--- src/hdl/cmsd_pkg.sv ---
// Carry motion streak detector: shared types and constants.
// Word structs, event codes, register indexes and reset values.
// No dependencies.
`default_nettype none

package cmsd_pkg;

  typedef enum logic [1:0] {
    OP_PULSE  = 2'd0,
    OP_CHECK  = 2'd1,
    OP_SETTLE = 2'd2,
    OP_KEY    = 2'd3
  } cmsd_op_e;

  localparam int unsigned CfgIdxW  = 8;
  localparam int unsigned CfgDataW = 32;
  localparam int unsigned DurW     = 32;
  localparam int unsigned GapW     = 16;
  localparam int unsigned NowW     = 32;

  localparam logic [CfgIdxW-1:0] CFG_CARRY_EN  = CfgIdxW'(0);
  localparam logic [CfgIdxW-1:0] CFG_CARRY_DUR = CfgIdxW'(1);
  localparam logic [CfgIdxW-1:0] CFG_STILL_EN  = CfgIdxW'(2);
  localparam logic [CfgIdxW-1:0] CFG_STEP_GAP  = CfgIdxW'(3);

  localparam logic [DurW-1:0] CARRY_DUR_RST = DurW'(60000);
  localparam logic [GapW-1:0] STEP_GAP_RST  = GapW'(2000);

  typedef struct packed {
    cmsd_op_e        op;
    logic [NowW-1:0] now_ms;
  } cmsd_in_t;

  typedef struct packed {
    logic carrying;
    logic state_changed;
    logic force_sleep;
    logic wake_disabled;
  } cmsd_out_t;

  typedef struct packed {
    logic            carry_enabled;
    logic [DurW-1:0] carry_duration_ms;
    logic            still_wake_enabled;
    logic [GapW-1:0] step_gap_ms;
  } cmsd_cfg_t;

endpackage

`default_nettype wire

--- src/hdl/carry_motion_streak_detector.sv ---
// Carry motion streak detector: top level.
// Input register, evaluation core and result register; uses cmsd_pkg,
// cmsd_cfg_regs and cmsd_core.
//
// Usage:
//   Input channel (in_valid_i/in_ready_o/in_item_i) takes one event word:
//   op (pulse, check, settle, key press) and the current uptime now_ms.
//   Output channel (out_valid_o/out_ready_i/out_item_o) returns exactly one
//   result word per event, in order: carrying, state_changed,
//   force_sleep and wake_disabled.
//   Configuration channel (cfg_valid_i/cfg_ready_o) writes register
//   cfg_index_i: 0 carry enable, 1 carry duration, 2 still-wake enable,
//   3 step gap. Other indexes are ignored. Write only while no event is
//   in flight.
//   An accepted word moves from the input register into the result one
//   when that is empty or being read; one event per cycle is sustained
//   while out_ready_i stays high. The streak state updates on that move.
//   Reset clears the streak, arms the settle check and loads the register
//   defaults. When the receiver stalls, the held result stays and one more
//   event is accepted into the input register; then in_ready_o drops.
`default_nettype none

module carry_motion_streak_detector
  import cmsd_pkg::*;
#(
  parameter int unsigned TIME_BITS = 32
) (
  input  wire logic                clk_i,
  input  wire logic                rst_ni,
  input  wire logic                in_valid_i,
  output      logic                in_ready_o,
  input  wire cmsd_in_t            in_item_i,
  output      logic                out_valid_o,
  input  wire logic                out_ready_i,
  output cmsd_out_t                out_item_o,
  input  wire logic                cfg_valid_i,
  output      logic                cfg_ready_o,
  input  wire logic [CfgIdxW-1:0]  cfg_index_i,
  input  wire logic [CfgDataW-1:0] cfg_data_i
);

  cmsd_cfg_t cfg;
  cmsd_out_t result;

  logic      in_vld_q;
  cmsd_in_t  in_item_q;
  logic      out_vld_q;
  cmsd_out_t out_item_q;
  logic      advance;

  assign cfg_ready_o = 1'b1;
  assign advance     = !out_vld_q || out_ready_i;
  assign in_ready_o  = !in_vld_q || advance;

  cmsd_cfg_regs u_cfg (
    .clk_i       (clk_i),
    .rst_ni      (rst_ni),
    .cfg_valid_i (cfg_valid_i),
    .cfg_index_i (cfg_index_i),
    .cfg_data_i  (cfg_data_i),
    .cfg_o       (cfg)
  );

  cmsd_core #(
    .TIME_BITS (TIME_BITS)
  ) u_core (
    .clk_i    (clk_i),
    .rst_ni   (rst_ni),
    .fire_i   (in_vld_q && advance),
    .item_i   (in_item_q),
    .cfg_i    (cfg),
    .result_o (result)
  );

  always_ff @(posedge clk_i or negedge rst_ni) begin
    if (!rst_ni) begin
      in_vld_q  <= 1'b0;
      out_vld_q <= 1'b0;
    end else begin
      if (in_ready_o) begin
        in_vld_q <= in_valid_i;
      end
      if (advance) begin
        out_vld_q <= in_vld_q;
      end
    end
  end

  always_ff @(posedge clk_i) begin
    if (in_ready_o && in_valid_i) begin
      in_item_q <= in_item_i;
    end
    if (advance && in_vld_q) begin
      out_item_q <= result;
    end
  end

  assign out_valid_o = out_vld_q;
  assign out_item_o  = out_item_q;

endmodule

`default_nettype wire

--- src/hdl/cmsd_cfg_regs.sv ---
// Carry motion streak detector: configuration register file.
// Decodes writes on the configuration channel; uses cmsd_pkg.
`default_nettype none

module cmsd_cfg_regs
  import cmsd_pkg::*;
(
  input  wire logic                clk_i,
  input  wire logic                rst_ni,
  input  wire logic                cfg_valid_i,
  input  wire logic [CfgIdxW-1:0]  cfg_index_i,
  input  wire logic [CfgDataW-1:0] cfg_data_i,
  output cmsd_cfg_t                cfg_o
);

  cmsd_cfg_t cfg_q, cfg_d;

  always_comb begin
    cfg_d = cfg_q;
    if (cfg_valid_i) begin
      unique case (cfg_index_i)
        CFG_CARRY_EN:  cfg_d.carry_enabled      = cfg_data_i[0];
        CFG_CARRY_DUR: cfg_d.carry_duration_ms  = cfg_data_i[DurW-1:0];
        CFG_STILL_EN:  cfg_d.still_wake_enabled = cfg_data_i[0];
        CFG_STEP_GAP:  cfg_d.step_gap_ms        = cfg_data_i[GapW-1:0];
        default:       cfg_d = cfg_q;
      endcase
    end
  end

  always_ff @(posedge clk_i or negedge rst_ni) begin
    if (!rst_ni) begin
      cfg_q.carry_enabled      <= 1'b1;
      cfg_q.carry_duration_ms  <= CARRY_DUR_RST;
      cfg_q.still_wake_enabled <= 1'b1;
      cfg_q.step_gap_ms        <= STEP_GAP_RST;
    end else begin
      cfg_q <= cfg_d;
    end
  end

  assign cfg_o = cfg_q;

endmodule

`default_nettype wire

--- src/hdl/cmsd_core.sv ---
// Carry motion streak detector: streak state and event evaluation.
// Holds the streak registers and builds one result word per event; uses cmsd_pkg.
`default_nettype none

module cmsd_core
  import cmsd_pkg::*;
#(
  parameter int unsigned TIME_BITS = 32
) (
  input  wire logic      clk_i,
  input  wire logic      rst_ni,
  input  wire logic      fire_i,
  input  wire cmsd_in_t  item_i,
  input  wire cmsd_cfg_t cfg_i,
  output cmsd_out_t      result_o
);

  localparam int unsigned CmpW = (TIME_BITS > DurW) ? TIME_BITS : DurW;

  logic                 streak_valid_q, streak_valid_d;
  logic [TIME_BITS-1:0] streak_begin_q, streak_begin_d;
  logic [TIME_BITS-1:0] last_pulse_q, last_pulse_d;
  logic                 carried_q, carried_d;
  logic                 settle_pending_q, settle_pending_d;
  logic                 wake_off_q, wake_off_d;

  logic [TIME_BITS-1:0] now_t;
  logic [TIME_BITS-1:0] gap_el;
  logic [TIME_BITS-1:0] dur_el;
  logic                 gap_over;
  logic                 dur_met;
  logic                 changed;
  logic                 sleep_req;

  assign now_t    = TIME_BITS'(item_i.now_ms);
  assign gap_el   = now_t - last_pulse_q;
  assign dur_el   = now_t - streak_begin_q;
  assign gap_over = CmpW'(gap_el) > CmpW'(cfg_i.step_gap_ms);
  assign dur_met  = CmpW'(dur_el) >= CmpW'(cfg_i.carry_duration_ms);

  always_comb begin
    streak_valid_d   = streak_valid_q;
    streak_begin_d   = streak_begin_q;
    last_pulse_d     = last_pulse_q;
    carried_d        = carried_q;
    settle_pending_d = settle_pending_q;
    wake_off_d       = wake_off_q;
    changed          = 1'b0;
    sleep_req        = 1'b0;
    if (item_i.op == OP_KEY) begin
      streak_valid_d   = 1'b0;
      carried_d        = 1'b0;
      settle_pending_d = 1'b0;
      wake_off_d       = 1'b0;
    end else if (cfg_i.carry_enabled) begin
      case (item_i.op)
        OP_PULSE: begin
          last_pulse_d = now_t;
          if (!streak_valid_q) begin
            streak_valid_d = 1'b1;
            streak_begin_d = now_t;
          end
        end
        OP_CHECK: begin
          if (gap_over) begin
            streak_valid_d = 1'b0;
            if (carried_q) begin
              carried_d = 1'b0;
              changed   = 1'b1;
            end
          end else if (streak_valid_q && dur_met && !carried_q) begin
            carried_d  = 1'b1;
            changed    = 1'b1;
            wake_off_d = 1'b1;
            sleep_req  = 1'b1;
          end
        end
        default: begin
          if (settle_pending_q && cfg_i.still_wake_enabled) begin
            settle_pending_d = 1'b0;
            if (streak_valid_q && !gap_over) begin
              wake_off_d = 1'b1;
              sleep_req  = 1'b1;
            end
          end
        end
      endcase
    end
  end

  always_ff @(posedge clk_i or negedge rst_ni) begin
    if (!rst_ni) begin
      streak_valid_q   <= 1'b0;
      streak_begin_q   <= '0;
      last_pulse_q     <= '0;
      carried_q        <= 1'b0;
      settle_pending_q <= 1'b1;
      wake_off_q       <= 1'b0;
    end else if (fire_i) begin
      streak_valid_q   <= streak_valid_d;
      streak_begin_q   <= streak_begin_d;
      last_pulse_q     <= last_pulse_d;
      carried_q        <= carried_d;
      settle_pending_q <= settle_pending_d;
      wake_off_q       <= wake_off_d;
    end
  end

  assign result_o.carrying      = carried_d;
  assign result_o.state_changed = changed;
  assign result_o.force_sleep   = sleep_req;
  assign result_o.wake_disabled = wake_off_d;

endmodule

`default_nettype wire

--- config.mk ---
export PLATFORM = sky130hd
export DESIGN_NAME = carry_motion_streak_detector
export DESIGN_NICKNAME = d
export VERILOG_FILES = /design/src/hdl/cmsd_pkg.sv /design/src/hdl/carry_motion_streak_detector.sv /design/src/hdl/cmsd_cfg_regs.sv /design/src/hdl/cmsd_core.sv
export SDC_FILE = /design/constraint.sdc
export NUM_CORES = 1
export LEC_CHECK = 0
export BUFFER_PORTS_ARGS = -buffer_cell sky130_fd_sc_hd__buf_2
export CAP_MARGIN = 20
export CORE_UTILIZATION = 30
export CTS_BUF_LIST = sky130_fd_sc_hd__clkbuf_4 sky130_fd_sc_hd__clkbuf_8 sky130_fd_sc_hd__clkbuf_16
export DETAILED_ROUTE_END_ITERATION = 10
export PLACE_DENSITY = 0.46
export SYNTH_ARGS = -nofsm -noshare
export SYNTH_HDL_FRONTEND = slang
export SYNTH_SLANG_ARGS = --single-unit
--- constraint.sdc ---
create_clock -name clk_i -period 4.7 [get_ports clk_i]
set_input_delay 0.235 -clock clk_i [delete_from_list [all_inputs] [get_ports clk_i]]
set_output_delay 0.235 -clock clk_i [all_outputs]
set_load 0.005 [all_outputs]
==> impl_metrics.csv <==
group,metric,value,unit
global_routing,grt_pass1_vias,8447,
logic_synthesis,async_reset_ff_frac,0.759,
floorplanning,placementRows,68,
status,status,"completed",
logic_synthesis,ys_seq_elements,158,
worst_hold_path,holdPathStages,2,
worst_setup_path,cp-end-kind,"flip-flop",
placed_design,hpwl,22400,um
routing,wl,28800,um
final_layout,drive_gt1_frac,0.297,
floorplanning,core,34800,um^2
cts,cts_root_buffer,"clkbuf_16",
placed_design,io_buffers,84,
floorplanning,initial_core_util,0.307,
cts,clockBufferDepth,2,
worst_setup_path,r2r_end,"out_item_o[3]$_DFFE_PP_",
worst_setup_path,rr_worst_depth,25,
power,ir_drop,0.267,mV
logic_synthesis,synth.largest_area_cell,"dfrtp_1",
worst_hold_path,hold_class,"input pin to flip-flop",
final_layout,nets,1505,
timing,finClkSkew,0.0128,ns
worst_setup_path,required,4.90,ns
logic_synthesis,synth_fp_nets,1282,
worst_setup_path,cp_num_buf_inv,3,
logic_synthesis,synth-edff-count,38,
logic_synthesis,syn_inst,1091,
logic_synthesis,synth.top_cells.by_area,"dfrtp_1 24%, ha_1 13%, edfxtp_1 11%",
worst_setup_path,crit_family,"compound AO/OA/AOI/OAI gates",
cts,insertion_delay,0.45,ns
worst_setup_path,cp-start-kind,"flip-flop",
routing,drtAntennaViolNets,0,
final_layout,areaGrowthSynthToFinish,28.2,%
logic_synthesis,syn_avg_cell_area,9.80,um^2
timing,post-route-min-period,4.62,ns
worst_setup_path,r2r-start,"in_item_q[0]$_DFFE_PP_",
routing,vias,8549,
floorplanning,die_y,191,um
timing,hold_slack,0.0241,ns
cts,numCtsBuffers,17,
floorplanning,dieArea,36400,um^2
worst_setup_path,regToRegSetupSlack,0.08,ns
routing,first_pass_iters,4,
worst_hold_path,worstHoldEndpoint,"u_cfg.cfg_o[39]$_DFFE_PN0P_",
logic_synthesis,syn_area,10700,um^2
worst_setup_path,arrival,4.82,ns
global_routing,track_usage,0.165,
timing,rsz0062_at_grt,"yes",
cts,htreeDepth,4,
final_layout,diodes,0,
timing,finalMaxSlewViolations,0,
power,p_per_area,331,nW/um^2
placed_design,placed_area,12200,um^2
worst_setup_path,crit_type,"flip-flop to flip-flop",
worst_setup_path,cp_slowest_stage_delay,0.40,ns
timing,period_share,0.983,
timing,final_hold_viol_count,0,
floorplanning,die_x,191,um
global_routing,grt-ovfl-total,0,
routing,viasPerCell,4.80,
timing,fmax,216,MHz
logic_synthesis,yosysUniqueCellTypes,85,
worst_setup_path,crit_slowest_cell,"edfxtp_1",
cts,cts_sinks,158,
logic_synthesis,yosys_warnings,0,
cts,cts_tree,"yes",
timing,worstMarginPinSlew,1.02,ns
worst_setup_path,worstPathMaxFanout,4,
global_routing,grt_pass1_wl,46100,um
cts,clk_pin_slew,0.07,ns
logic_synthesis,synthFlopType,"dfrtp_1",
timing,setup_viol,0,
global_routing,grt_max_degree,65,
timing,relSlewSlack,0.320,
logic_synthesis,yosysSeqAreaShare,0.389,
placed_design,gp_congestion,0.874,
final_layout,fin_util,0.394,
floorplanning,ios,86,
final_layout,postLayoutCellArea,13700,um^2
power,p_leak,0.00612,uW
routing,drt_iter0_markers,449,
job,max_cap_violations,0,
global_routing,antenna_found_initial,0,
routing,wire_per_inst,16.1,um
routing,drc_errors,0,
logic_synthesis,yosysTopAreaCellShare,0.243,
worst_hold_path,hold_start,"cfg_data_i[22]",
-- cell type report --
type	instances	area, um^2
Fill cell	3470	21100
Multi-Input combinational cell	772	6190
Sequential cell	158	4160
Timing Repair Buffer	232	1660
Tap cell	455	569
Inverter	133	499
Clock buffer	19	440
Clock inverter	13	189
-- cell usage after synthesis (3+ instances only) --
library cell and count:
o31ai_1 3, o21a_1 8, o21ai_1 4, xnor2_1 33, nor3b_1 3, nand4_1 17
o2111ai_1 3, and3_1 3, nand3b_1 3, clkbuf_1 19, a221oi_1 3, a211oi_1 13
nor4_1 3, buf_2 6, or2_2 7, inv_1 133, dfrtp_1 104, a21oi_1 82
xor2_1 19, nand2_1 79, nand3_1 22, nand2b_1 12, o21bai_1 6, a31oi_1 9
o211ai_1 13, dfstp_2 16, nor3_1 18, mux2_2 85, nor2b_1 10, edfxtp_1 38
o21ai_0 63, a21o_1 30, nor2_1 43, ha_1 110, a211o_1 5
-- how the worst max path moves through the flow --
stage | from | to | depth (start not counted)
floorplan | in_item_q[0]$_DFFE_PP_ | out_item_o[0]$_DFFE_PP_ | 24
global placement | in_item_q[0]$_DFFE_PP_ | out_item_o[0]$_DFFE_PP_ | 24
detailed placement | in_item_q[0]$_DFFE_PP_ | out_item_o[0]$_DFFE_PP_ | 24
CTS | in_item_q[0]$_DFFE_PP_ | out_item_o[0]$_DFFE_PP_ | 24
global route | in_item_q[0]$_DFFE_PP_ | out_item_o[3]$_DFFE_PP_ | 25
finish | in_item_q[0]$_DFFE_PP_ | out_item_o[3]$_DFFE_PP_ | 25
-- layer usage --
| layer | GRT usage | vias to the layer above | part of all wire |
|---|---|---|---|
| li1 | - | 4353 | - |
| met2 | 0.245 | 117 | 0.43 |
| met1 | 0.243 | 4053 | 0.53 |
| met4 | 0.0520 | 0 | 0.016 |
| met5 | 0 | - | 0 |
| met3 | 0.0259 | 26 | 0.030 |
-- where the power goes --
group / switching [uW] / internal, uW / total [uW]
Combinational: 808 / 664 / 1470
Clock: 602 / 901 / 1500
Sequential: 52.5 / 1510 / 1560
Total: 1460 / 3070 / 4530
-- cell families (layout without fill, tap and decap cells) --
group                    count (synthesis)  after routing  share of synthesized area
AND/OR/NAND/NOR                        240            240                      0.114
other                                    1              1                   0.000351
XOR/XNOR                                52             52                     0.0426
flip-flops                             158            158                      0.389
buffers and inverters                  161            397                     0.0590
AO/OA/AOI/OAI                          282            282                      0.173
multiplexers                            85             85                     0.0895
adder cells (fa/ha/maj)                112            112                      0.132
-- through the flow --
stage          setup WS [ns]  power (uW)  setup TNS [ns]  instances
3_5_place_dp          -0.623        2950           -3.43       1692
2_1_floorplan         0.0259        2480               0       1091
6_report              0.0783        4530               0       1782
3_3_place_gp          -0.466        2940           -2.43       1692
5_1_grt               -0.252        4820           -1.27       1782
4_1_cts              -0.0993        4550          -0.142       1773
-- sequential cells by signal, summed over array words and instances, names as in the netlist, 4 cells and up --
register,flops
in_item_q,34
u_core.streak_begin_q,32
u_core.last_pulse_q,32
out_item_o,4
u_cfg.cfg_o,50
-- cells in the final DEF (no fill, tap or decap), types with 15 or more instances in the layout --
cell,instances
clkbuf_16,17
xor2_1,18
nor3_1,15
nor2_1,42
inv_1,131
dlygate4sd3_1,45
buf_4,102
a21o_1,30
mux2_2,85
ha_1,103
o21ai_0,56
dfrtp_1,104
dfstp_2,16
buf_2,83
nand3_1,21
nand4_1,17
edfxtp_1,38
xnor2_1,33
nand2_1,78
a21oi_1,77
-- timing repair --
action,CTS,global route
endpoints found under the setup margin,7,7
hold endpoints to repair,66,0
pin swaps,25,20
resized for setup,26,34
setup buffers,4,8
hold buffers,45,0
(Power assumes the default switching activity.)
